<file path="config.mk">
export PLATFORM = sky130hd
export DESIGN_NAME = command_keyword_matcher_core
export DESIGN_NICKNAME = d
export VERILOG_FILES = /design/src/rtl/core/ckm_pkg.sv /design/src/rtl/core/command_keyword_matcher_core.sv /design/src/rtl/core/ckm_name_cmp.sv
export VERILOG_INCLUDE_DIRS = /design/src /design/src/rtl/core
export SDC_FILE = /design/constraint.sdc
export NUM_CORES = 1
export LEC_CHECK = 0
export ABC_AREA = 1
export BUFFER_PORTS_ARGS = -buffer_cell sky130_fd_sc_hd__buf_4
export CAP_MARGIN = 20
export CORE_MARGIN = 4
export CORE_UTILIZATION = 35
export DETAILED_ROUTE_END_ITERATION = 16
export HOLD_SLACK_MARGIN = 0.02
export PLACE_DENSITY = 0.5
export RECOVER_POWER = 25
export SYNTH_ARGS = -nofsm -noshare
export SYNTH_HDL_FRONTEND = slang
export SYNTH_HIERARCHICAL = 1
export SYNTH_SLANG_ARGS = --single-unit
</file>
<file path="constraint.sdc">
create_clock -name clk -period 8.4 [get_ports clk]
set_input_delay 1.26 -clock clk [delete_from_list [all_inputs] [get_ports clk]]
set_output_delay 1.26 -clock clk [all_outputs]
set_load 0.01 [all_outputs]
</file>
<file path="src/rtl/core/command_keyword_matcher_core_macros.svh">
// assertion macros used by the matcher core rtl
`ifndef COMMAND_KEYWORD_MATCHER_CORE_MACROS_SVH
`define COMMAND_KEYWORD_MATCHER_CORE_MACROS_SVH

// property that holds in the same cycle, checked on clk, off during rst
`define CKM_ASSERT(lbl, prop, msg) \
  lbl: assert property (@(posedge clk) disable iff (rst) (prop)) else $error(msg);

// antecedent in one cycle implies consequent in the next
`define CKM_ASSERT_NEXT(lbl, ante, cons, msg) \
  lbl: assert property (@(posedge clk) disable iff (rst) (ante) |=> (cons)) else $error(msg);

`endif

</file>
<file path="src/rtl/core/ckm_pkg.sv">
`timescale 1ns / 1ps
`default_nettype none

package ckm_pkg;

  localparam int NUM_COMMANDS = 28;
  localparam int MAX_NAME_LEN = 16;
  localparam int LINE_MAX     = 256;

  localparam int IDX_W     = 5;
  localparam int POS_W     = 5;
  localparam int CPOS_W    = 8;
  localparam int NAME_BITS = MAX_NAME_LEN * 8;

  localparam logic [POS_W-1:0]  NAME_POS_MAX = POS_W'(MAX_NAME_LEN);
  localparam logic [CPOS_W-1:0] CHAR_POS_CAP =
    CPOS_W'((LINE_MAX - 1 < 255) ? (LINE_MAX - 1) : 255);

  localparam logic [7:0] CH_NUL   = 8'h00;
  localparam logic [7:0] CH_LF    = 8'h0a;
  localparam logic [7:0] CH_CR    = 8'h0d;
  localparam logic [7:0] CH_SPACE = 8'h20;

  // names right-justified in their slot, zero filled above
  localparam logic [NAME_BITS-1:0] CMD_NAMES [NUM_COMMANDS] = '{
    "*IDN?", "*RST", "*OPC?", "READ?", "MEAS:FREQ?", "CONF:FREQ?",
    "CONF:FREQ", "FREQ:GATE:TIME?", "FREQ:GATE:TIME", "PPM?", "PPM",
    "STARTUP:SPAN?", "STARTUP:SPAN", "STARTUP:WIN?", "STARTUP:WIN",
    "STARTUP:INIT", "STARTUP:TIME?", "SIG:PRIREF", "SIG:REFCLOCK",
    "SIG:OCXO", "SIG:STATUS0?", "SIG:STATUS1?", "SIG:STARTT?",
    "CAL:REF:PREP", "CAL:REF:LOCK", "CAL:REF:VAL?", "CAL:REF?", "CAL:TDC?"
  };

  localparam logic [POS_W-1:0] NAME_LEN [NUM_COMMANDS] = '{
    5'd5, 5'd4, 5'd5, 5'd5, 5'd10, 5'd10,
    5'd9, 5'd15, 5'd14, 5'd4, 5'd3,
    5'd13, 5'd12, 5'd12, 5'd11,
    5'd12, 5'd13, 5'd10, 5'd12,
    5'd8, 5'd12, 5'd12, 5'd11,
    5'd12, 5'd12, 5'd12, 5'd8, 5'd8
  };

  // result of one compare step against all names
  typedef struct packed {
    logic [NUM_COMMANDS-1:0] alive;
    logic                    hit;
    logic [IDX_W-1:0]        index;
  } ckm_cmp_t;

  // character of name idx at position pos, zero past its end
  function automatic logic [7:0] name_char(input int idx, input logic [POS_W-1:0] pos);
    logic [7:0] ch;
    int         sh;
    ch = CH_NUL;
    sh = 8 * (int'(NAME_LEN[idx]) - 1 - int'(pos));
    if (pos < NAME_LEN[idx]) begin
      ch = CMD_NAMES[idx][sh +: 8];
    end
    return ch;
  endfunction

  function automatic logic [7:0] fold_upper(input logic [7:0] c);
    logic [7:0] u;
    u = c;
    if (c >= 8'h61 && c <= 8'h7a) begin
      u = c - 8'h20;
    end
    return u;
  endfunction

endpackage

`default_nettype wire

</file>
<file path="src/rtl/core/command_keyword_matcher_core.sv">
// timing: an accepted character is held in the input register and processed from there; an
//   end-of-line character loads its result onto m_tvalid, waiting while a result is unread
// throughput: one character per cycle through the parallel name compare; a stalled result
//   holds end-of-line characters back, and with them the characters queued behind them
// reset: rst is synchronous, active high; clears the line state and both valid flags
`timescale 1ns / 1ps
`default_nettype none
`include "command_keyword_matcher_core_macros.svh"

module command_keyword_matcher_core (
  input  wire logic        clk,
  input  wire logic        rst,
  // character requests
  input  wire logic        s_tvalid,
  output logic             s_tready,
  input  wire logic [7:0]  s_tdata,   // [7:0] char_code
  // result requests
  output logic             m_tvalid,
  input  wire logic        m_tready,
  output logic [15:0]      m_tdata    // [0] matched, [5:1] command_index,
                                      // [13:6] arg_offset, [15:14] zero
);
  import ckm_pkg::*;

  typedef enum logic [1:0] {PH_LEAD, PH_NAME, PH_GAP, PH_REST} phase_t;

  // input register
  logic                    in_valid;
  logic [7:0]              in_char;

  // line state
  phase_t                  phase;
  logic [POS_W-1:0]        name_position;
  logic [NUM_COMMANDS-1:0] alive_mask;
  logic [IDX_W-1:0]        found_index;
  logic                    found_flag;
  logic [CPOS_W-1:0]       char_position;
  logic [CPOS_W-1:0]       arg_start;

  // result register
  logic                    out_matched;
  logic [IDX_W-1:0]        out_index;
  logic [CPOS_W-1:0]       out_offset;

  // next values
  phase_t                  phase_next;
  logic [POS_W-1:0]        name_position_next;
  logic [NUM_COMMANDS-1:0] alive_mask_next;
  logic [IDX_W-1:0]        found_index_next;
  logic                    found_flag_next;
  logic [CPOS_W-1:0]       char_position_next;
  logic [CPOS_W-1:0]       arg_start_next;

  ckm_cmp_t cmp;
  logic     is_space;
  logic     is_eol;
  logic     consumed;
  logic     emit;
  logic     out_free;
  logic     step;

  ckm_name_cmp u_cmp (
    .char_code (in_char),
    .name_pos  (name_position),
    .alive     (alive_mask),
    .cmp       (cmp)
  );

  assign is_space = (in_char == CH_SPACE);
  assign is_eol   = (in_char == CH_NUL) || (in_char == CH_CR) || (in_char == CH_LF);

  // one character walks through the phases it can pass in a single step
  always_comb begin
    phase_next         = phase;
    name_position_next = name_position;
    alive_mask_next    = alive_mask;
    found_index_next   = found_index;
    found_flag_next    = found_flag;
    arg_start_next     = arg_start;
    consumed           = 1'b0;
    emit               = 1'b0;

    if (phase_next == PH_LEAD) begin
      if (is_space) begin
        consumed = 1'b1;
      end else begin
        phase_next = PH_NAME;
      end
    end

    if (!consumed && phase_next == PH_NAME) begin
      if (is_space || is_eol) begin
        // name ended: pick the first live name of exactly this length
        found_flag_next  = cmp.hit;
        found_index_next = cmp.index;
        phase_next       = cmp.hit ? PH_GAP : PH_REST;
      end else begin
        alive_mask_next = cmp.alive;
        if (name_position < NAME_POS_MAX) begin
          name_position_next = name_position + POS_W'(1);
        end
        consumed = 1'b1;
      end
    end

    if (!consumed && phase_next == PH_GAP) begin
      if (is_space) begin
        consumed = 1'b1;
      end else begin
        arg_start_next = char_position;
        phase_next     = PH_REST;
      end
    end

    if (!consumed) begin
      if (is_eol) begin
        emit = 1'b1;
      end else begin
        consumed = 1'b1;
      end
    end

    // saturating line position
    char_position_next = char_position;
    if (consumed && char_position < CHAR_POS_CAP) begin
      char_position_next = char_position + CPOS_W'(1);
    end
  end

  // a non-emitting character never waits on the result side
  assign out_free = !m_tvalid || m_tready;
  assign step     = in_valid && (!emit || out_free);
  assign s_tready = !in_valid || step;

  always_ff @(posedge clk) begin
    if (rst) begin
      in_valid      <= 1'b0;
      m_tvalid      <= 1'b0;
      phase         <= PH_LEAD;
      name_position <= '0;
      alive_mask    <= '1;
      found_index   <= '0;
      found_flag    <= 1'b0;
      char_position <= '0;
      arg_start     <= '0;
    end else begin
      if (s_tvalid && s_tready) begin
        in_valid <= 1'b1;
        in_char  <= s_tdata;
      end else if (step) begin
        in_valid <= 1'b0;
      end

      if (m_tvalid && m_tready) begin
        m_tvalid <= 1'b0;
      end

      if (step) begin
        if (emit) begin
          m_tvalid      <= 1'b1;
          out_matched   <= found_flag_next;
          out_index     <= found_flag_next ? found_index_next : '0;
          out_offset    <= found_flag_next ? arg_start_next : '0;
          // back to the start of a fresh line
          phase         <= PH_LEAD;
          name_position <= '0;
          alive_mask    <= '1;
          found_index   <= '0;
          found_flag    <= 1'b0;
          char_position <= '0;
          arg_start     <= '0;
        end else begin
          phase         <= phase_next;
          name_position <= name_position_next;
          alive_mask    <= alive_mask_next;
          found_index   <= found_index_next;
          found_flag    <= found_flag_next;
          char_position <= char_position_next;
          arg_start     <= arg_start_next;
        end
      end
    end
  end

  assign m_tdata = {2'b00, out_offset, out_index, out_matched};

  // a matched index always points into the table
  `CKM_ASSERT(a_index_range, !m_tvalid || !m_tdata[0] || (m_tdata[5:1] < IDX_W'(NUM_COMMANDS)), "command index out of table")
  // a miss carries zero index and offset
  `CKM_ASSERT(a_miss_zero, !m_tvalid || m_tdata[0] || (m_tdata[13:1] == 13'd0), "miss result not zeroed")
  // a found name only exists after the name phase
  `CKM_ASSERT(a_found_phase, !found_flag || phase == PH_GAP || phase == PH_REST, "found flag in wrong phase")
  // an emitted result restarts the line
  `CKM_ASSERT_NEXT(a_line_restart, step && emit, phase == PH_LEAD && char_position == '0 && m_tvalid, "line state not restarted after result")

endmodule

`default_nettype wire

</file>
<file path="src/rtl/core/ckm_name_cmp.sv">
`timescale 1ns / 1ps
`default_nettype none

module ckm_name_cmp (
  input  wire logic [7:0]                        char_code,
  input  wire logic [ckm_pkg::POS_W-1:0]         name_pos,
  input  wire logic [ckm_pkg::NUM_COMMANDS-1:0]  alive,
  output ckm_pkg::ckm_cmp_t                      cmp
);
  import ckm_pkg::*;

  logic [7:0] upper;

  assign upper = fold_upper(char_code);

  always_comb begin
    cmp.alive = alive;
    cmp.hit   = 1'b0;
    cmp.index = '0;
    // narrow the live set on this character
    for (int i = 0; i < NUM_COMMANDS; i++) begin
      if (name_char(i, name_pos) != upper) begin
        cmp.alive[i] = 1'b0;
      end
    end
    // lowest live name that ends here wins
    for (int i = NUM_COMMANDS - 1; i >= 0; i--) begin
      if (alive[i] && name_pos >= NAME_LEN[i]) begin
        cmp.hit   = 1'b1;
        cmp.index = IDX_W'(i);
      end
    end
  end

endmodule

`default_nettype wire
</file>
# Word-level counts from Yosys, hierarchy flattened
# Cells that the tools add are included.
[totals]
register_bits = 81
inputBits = 12
output_inout_bits = 18
elab_cells = 381
[op_classes]
n_addsub = 14
n_lt_le_gt_ge = 26
eq_ne = 34
n_shift = 28
muxes = 126
bitwise = 1
reduce_logical = 112
[ops]
columns = ["cell", "n"]
rows = [
  ["variable part select 128 x 32 -> 8 bit (first input constant)", 20],
  ["variable part select 128 x 9 -> 8 bit (first input constant)", 8],
  ["two-way mux 8 bit", 34],
  ["inequality test 8 bit", 28],
  ["two-way mux 6 bit", 28],
  ["AND reduction 4 bit", 29],
  ["two-way mux 28 bit", 3],
  ["nonzero test 2 bit", 32],
  ["two-way mux 1 bit", 47],
  ["subtractor 4 x 5 -> 6 bit (first input constant)", 7],
  ["greater-or-equal comparator 5 x 4 -> 1 bit (second input constant)", 8],
  ["less-than comparator 5 x 4 -> 1 bit (second input constant)", 8],
  ["logical AND 1 bit", 35],
  ["two-way mux 5 bit", 7],
  ["equality test 8 x 4 -> 1 bit (second input constant)", 2],
  ["two-way mux 2 bit", 7],
  ["subtractor 2 x 5 -> 6 bit (first input constant)", 2],
  ["subtractor 3 x 5 -> 6 bit (first input constant)", 2],
  ["greater-or-equal comparator 5 x 3 -> 1 bit (second input constant)", 2],
  ["less-than comparator 5 x 3 -> 1 bit (second input constant)", 2],
  ["adder 8 x 1 -> 8 bit (second input constant)", 1],
  ["equality test 8 x 6 -> 1 bit (second input constant)", 1],
  ["greater-or-equal comparator 8 x 7 -> 1 bit (second input constant)", 1],
  ["less-or-equal comparator 8 x 7 -> 1 bit (second input constant)", 1],
  ["other kinds (16)", 26],
]

# Longest topological paths before layout
[logic_depth]
ltp_word = 43
depth_mapped = 35
mapped_depth_nobuf = 32

# Cells and area by module
# The synthesis kept the hierarchy.
[modules_own_cells]
columns = ["mod", "n_inst", "cells_per_inst", "area_per_inst_um2", "seq_area_each_um2"]
rows = [
  ["ckm_name_cmp", 1, 1176, 6159.7, 0.0],
  ["command_keyword_matcher_core", 1, 427, 3467.1, 1841.8],
]

# Worst setup path before layout
# OpenSTA, ideal clock, no wires.
[synth_path]
kind = "flip-flop to flip-flop"
from = "reg name_position[2]"
to = "reg alive_mask[14]"
setup_ns = 0.064
arrival_ns = 3.326
required_time_ns = 8.336
path_slack_ns = 5.010
path_stages_with_launch = 19
n_path_buf = 3
synth_period_minus_slack_ns = 3.390
cell_sequence = "dfxtp_1 > buf_4 > inv_2 > clkbuf_1 > buf_1 > ha_1 > inv_1 > o21ai_1 > xor2_1 > nor2_1 > inv_1 > nor2_2 > inv_1 > nor3_1 > xor2_1 > or3_1 > nor4_2 > o21ai_0 > nand3_1"
[synth_between]
elab_chain_len = 41
word_cells_on_any_way = 87
classes_between = "add/sub: 1; order compare: 12; eq/ne: 3; shift: 1; mux: 35; reduce/logical: 35"
[synth_rtl]
columns = ["item", "line_no", "source"]
rows = [
  ["start: declaration", "command_keyword_matcher_core.sv:33", "logic [POS_W-1:0] name_position;"],
  ["start signal: assignment", "command_keyword_matcher_core.sv:174", "name_position <= name_position_next;"],
  ["greater-or-equal comparator 5 x 4 -> 1 bit", "ckm_name_cmp.sv:28", "if (alive[i] && name_pos >= NAME_LEN[i]) begin"],
  ["logical AND 1 bit", "ckm_name_cmp.sv:28", ""],
  ["two-way mux 6 bit (28 in a row)", "ckm_name_cmp.sv:28", ""],
  ["two-way mux 1 bit", "command_keyword_matcher_core.sv:96", "phase_next = cmp.hit ? PH_GAP : PH_REST;"],
  ["two-way mux 2 bit", "command_keyword_matcher_core.sv:92", "if (is_space || is_eol) begin"],
  ["two-way mux 2 bit", "command_keyword_matcher_core.sv:91", "if (!consumed && phase_next == PH_NAME) begin"],
  ["equality test 2 bit", "command_keyword_matcher_core.sv:106", "if (!consumed && phase_next == PH_GAP) begin"],
  ["logical AND 1 bit", "command_keyword_matcher_core.sv:106", ""],
  ["two-way mux 1 bit", "command_keyword_matcher_core.sv:106", ""],
  ["two-way mux 1 bit", "command_keyword_matcher_core.sv:115", "if (!consumed) begin"],
  ["zero test 1 bit", "command_keyword_matcher_core.sv:132", "assign step = in_valid && (!emit || out_free);"],
  ["logical OR 1 bit", "command_keyword_matcher_core.sv:132", ""],
  ["logical AND 1 bit", "command_keyword_matcher_core.sv:132", ""],
  ["AND reduction 4 bit (no source line)", "n/a", ""],
  ["end signal: assignment", "command_keyword_matcher_core.sv:175", "alive_mask <= alive_mask_next;"],
  ["end: declaration", "command_keyword_matcher_core.sv:34", "logic [NUM_COMMANDS-1:0] alive_mask;"],
]
# Several ways; a longest one is shown, not always the timed one.
# A chain may end at the register's enable or synchronous reset.

# Worst setup path in the final report
[layout_path]
from = "reg in_char[0]"
to = "reg alive_mask[15]"
[layout_between]
elab_chain_len = 14
word_cells_on_any_way = 39
classes_between = "add/sub: 1; order compare: 2; eq/ne: 7; mux: 14; reduce/logical: 15"
[layout_rtl]
columns = ["item", "line_no", "source"]
rows = [
  ["start: declaration", "command_keyword_matcher_core.sv:29", "logic [7:0] in_char;"],
  ["start signal: assignment", "command_keyword_matcher_core.sv:149", "in_char <= s_tdata;"],
  ["equality test 8 x 6 -> 1 bit, or another cell as far along", "command_keyword_matcher_core.sv:69", "assign is_space = (in_char == CH_SPACE);"],
  ["two-way mux 2 bit, or another cell as far along", "command_keyword_matcher_core.sv:84", "if (is_space) begin"],
  ["two-way mux 2 bit, or another cell as far along", "command_keyword_matcher_core.sv:83", "if (phase_next == PH_LEAD) begin"],
  ["equality test 2 x 1 -> 1 bit, or another cell as far along", "command_keyword_matcher_core.sv:91", ""],
  ["logical AND 1 bit, or another cell as far along", "command_keyword_matcher_core.sv:91", ""],
  ["two-way mux 2 bit / two-way mux 1 bit (equally long branches)", "command_keyword_matcher_core.sv:91", ""],
  ["equality test 2 bit / zero test 1 bit (equally long branches)", "command_keyword_matcher_core.sv:106", ""],
  ["logical AND 1 bit", "command_keyword_matcher_core.sv:106", ""],
  ["two-way mux 1 bit", "command_keyword_matcher_core.sv:106", ""],
  ["two-way mux 1 bit", "command_keyword_matcher_core.sv:115", ""],
  ["zero test 1 bit", "command_keyword_matcher_core.sv:132", ""],
  ["logical OR 1 bit", "command_keyword_matcher_core.sv:132", ""],
  ["logical AND 1 bit", "command_keyword_matcher_core.sv:132", ""],
  ["AND reduction 4 bit (no source line)", "n/a", ""],
]
# Several ways; a longest one is shown, not always the timed one.

==> flow_summary.toml <==
[sta]
finalSetupTns_ps = 0
max_freq_ghz = 0.167
relSlewSlack_pct = -46.1
setup_viol_count_final = 0
hold_viol = 0
period_needed_ps = 5990
period_share_pct = 71.3
tightest_slew_ps = 2190
rsz0062_at_grt = "false"
final_max_slew_viol_count = 34
finClkSkew_ps = 14.6

[power]
p_sw_share_pct = 38.0
p_leak_nw = 4.69
internal-power_w = 0.000791
combPwrFrac_pct = 30.2
p_sw_w = 0.000485
seq_power_share_pct = 33.7
clkPwrFrac_pct = 36.1
power_per_cell_area_nw_per_um2 = 124
irDropWorstVdd_mv = 0.0817

[cells_and_area]
seqCellArea_sq_um = 1840
stdcell_area_sq_um = 10300
drive_above_1_share_pct = 7.55
nFillCells = 3037
nNetsFinal = 1620
area.growth.synth_to_final_pct = 6.62
multi_input_area_sq_um = 6690
diodes = 0

[grt]
grt_max_degree = 38
overflow = 0
first_global_vias = 10200
antenna_found_initial = 1
grtUsageTotal_pct = 24.8
grt_pass1_wl_mm = 59.7

[floorplanning]
core-area_sq_um = 27000
fp.dieW_um = 174
chipHeight_um = 174
dieArea_sq_um = 30200
ios = 30
start_util_pct = 35.6
core.rowCount = 60

[flow_run]
max_cap_violations = 1

[clocking]
cts_tree = "built"
worst_setup_hold_path_clk_slew_ps = 70
numCtsBuffers = 9
post-cts-setup-buffer-count = 0
root_buffer = "clkbuf_16"
cts_sinks = 81
clock_latency_ps = 360
cts_max_level = 3
cts-hold-fix-buffers = 0
cts_resized = 0
cts_buffer_depth = 2

[synth]
synth.avg_cell_area_sq_um = 6.01
async_flop_share_pct = 0
yosysSeqAreaShare_pct = 19.1
synth_cell_type_count = 72
syn_area_sq_um = 9630
syn-instance-count = 1603
yosys_warnings = 6
synthFlopType = "dfxtp_1"
netlist_top_cells_area = "nand2_1, dfxtp_1, nor2_1"
yosysTopAreaCell = "nand2_1"
ys_ff_latch = 81
synth-edff-count = 22
synth_top_area_share_pct = 15.4

[critical_path]
crit_required_ps = 8670
critPathArrivalTime_ps = 6260
crit_fanout = 33
worst_setup_path_end_kind = "register"
setup.worst_path.class = "register to register"
cp-start-kind = "register"

[placement]
portBuffers = 27
placed_area_sq_um = 10000
globalplace.congestion = 0.962
hpwl_mm = 27.7

[route]
drt_iter0_drc = 1513
drt_wl_total_mm = 38.7
wl_per_cell_um = 20.0
dr.pass1.iters = 6
drc_errors = 0
vias = 11100
ant_nets = 0
routed_via_density = 5.72

[status]
violations = "max-capacitance violations, max-slew violations"
outcome = "complete, but fails checks"

[worst_hold_path]
worstHoldPathType = "register to register"
[flip-flops by register name, summed over array words and instances, names as in the netlist]
signal and flops:
alive_mask 28, arg_start 8, char_position 8, found_flag 1, found_index 5, in_char 8
in_valid 1, m_tvalid 1, name_position 5, out_index 5, out_matched 1, out_offset 8
phase 2
[path summary, 6_finish.rpt]
path	start	end	slack, ps	cells after the start
worst max register to register	in_char[0]$_DFFE_PP_	alive_mask[15]$_SDFFE_PP1P_	2410	16
worst max-delay path	in_char[0]$_DFFE_PP_	alive_mask[15]$_SDFFE_PP1P_	2410	16
worst min register to register	phase[0]$_SDFFE_PP0P_	phase[0]$_SDFFE_PP0P_	470	2
worst min-delay path	phase[0]$_SDFFE_PP0P_	phase[0]$_SDFFE_PP0P_	470	2
[synth_stat cells (all sizes together) (3+ instances only)]
library cell / number
nor2: 209
clkbuf: 40
o2111ai: 15
a221oi: 3
o311ai: 4
nand3: 91
nor3: 39
a21oi: 123
nand4: 23
o22ai: 6
buf: 34
dfxtp: 59
a211oi: 10
o221ai: 6
o31ai: 6
xor2: 73
xnor2: 9
nor4: 16
ha: 23
o211ai: 7
nand2: 403
o2111a: 3
o21ai: 148
edfxtp: 22
inv: 185
a31oi: 14
a2111oi: 5
[worst max-delay path: stages, from the launching register on]
cell	delay, ps
edfxtp_1	320
clkbuf_1	1550
inv_1	920
o21ai_0	580
a31oi_1	150
nand2_1	110
inv_1	70
nor2_2	90
buf_4	340
inv_1	460
nand2_1	190
nand2_1	90
a211oi_1	370
nand4_1	140
nor3_1	170
o21ai_0	140
nand3_1	150
[power groups by stage]
stage | combinational (W) | sequential (W) | clock [W]
final | 0.000385 | 0.000429 | 0.000461
after global routing | 0.000420 | 0.000431 | 0.000487
after CTS | 0.000376 | 0.000429 | 0.000474
after detailed placement | 0.000374 | 0.000438 | 0
after global placement | 0.000380 | 0.000438 | 0
after floorplan | 0.000272 | 0.000435 | 0
[cells by family after synthesis]
family	Yosys count	share of synthesized area [%]
other cells	1	0.0390
compound gates	364	22.6
fa+ha+maj	23	2.99
buf+inv	261	11.3
simple gates	791	36.2
xor+xnor	82	7.73
flops	81	19.1
[through the flow]
step / utilization (%) / total power, W / hold slack, ps / std cells / worst slack (ps)
4_1_cts: 38.3 / 0.00128 / 466 / 1931 / 3890
2_1_floorplan: - / 0.000707 / 427 / 1604 / 5010
6_report: 38.0 / 0.00128 / 466 / 1931 / 2410
3_3_place_gp: 37.1 / 0.000818 / 447 / 1915 / 3840
3_5_place_dp: 37.1 / 0.000812 / 451 / 1915 / 3920
5_1_grt: 38.0 / 0.00134 / 488 / 1931 / 2170
[per-layer routing]
layer | up-vias | GRT usage (%) | routed length [um]
met5 | - | 0 | 11
met4 | 2 | 9.86 | 1560
met3 | 104 | 3.88 | 3320
met2 | 538 | 37.5 | 16300
met1 | 5099 | 35.3 | 17400
li1 | 5311 | - | -
[area by class of cell]
| type | count | share of cell area [%] |
|---|---|---|
| timing repair buffer | 44 | 2.60 |
| clock inverter | 6 | 0.878 |
| tap | 341 | 4.16 |
| inverter | 187 | 6.99 |
| multi-input combinational | 1262 | 65.2 |
| sequential | 81 | 17.9 |
| clock buffer | 10 | 2.23 |
[cells in the final DEF (no fill, tap or decap), types with 8 or more instances in the layout]
master,Yosys,layout
nand2_1,395,397
nor2_1,189,189
inv_1,161,163
o21ai_0,129,129
a21oi_1,117,116
nand3_1,88,88
xor2_1,71,71
dfxtp_1,59,59
nor3_1,35,35
nand4_1,23,23
ha_1,23,23
edfxtp_1,22,22
buf_4,13,19
clkbuf_1,40,18
inv_2,19,17
o2111ai_1,15,15
o21ai_1,14,14
a31oi_1,14,14
nor2_4,13,13
nor4_1,12,12
a211oi_1,10,10
xnor2_1,9,9
clkbuf_16,0,9
clkbuf_4,0,8
Note: power is estimated with default switching activity, not from simulation.
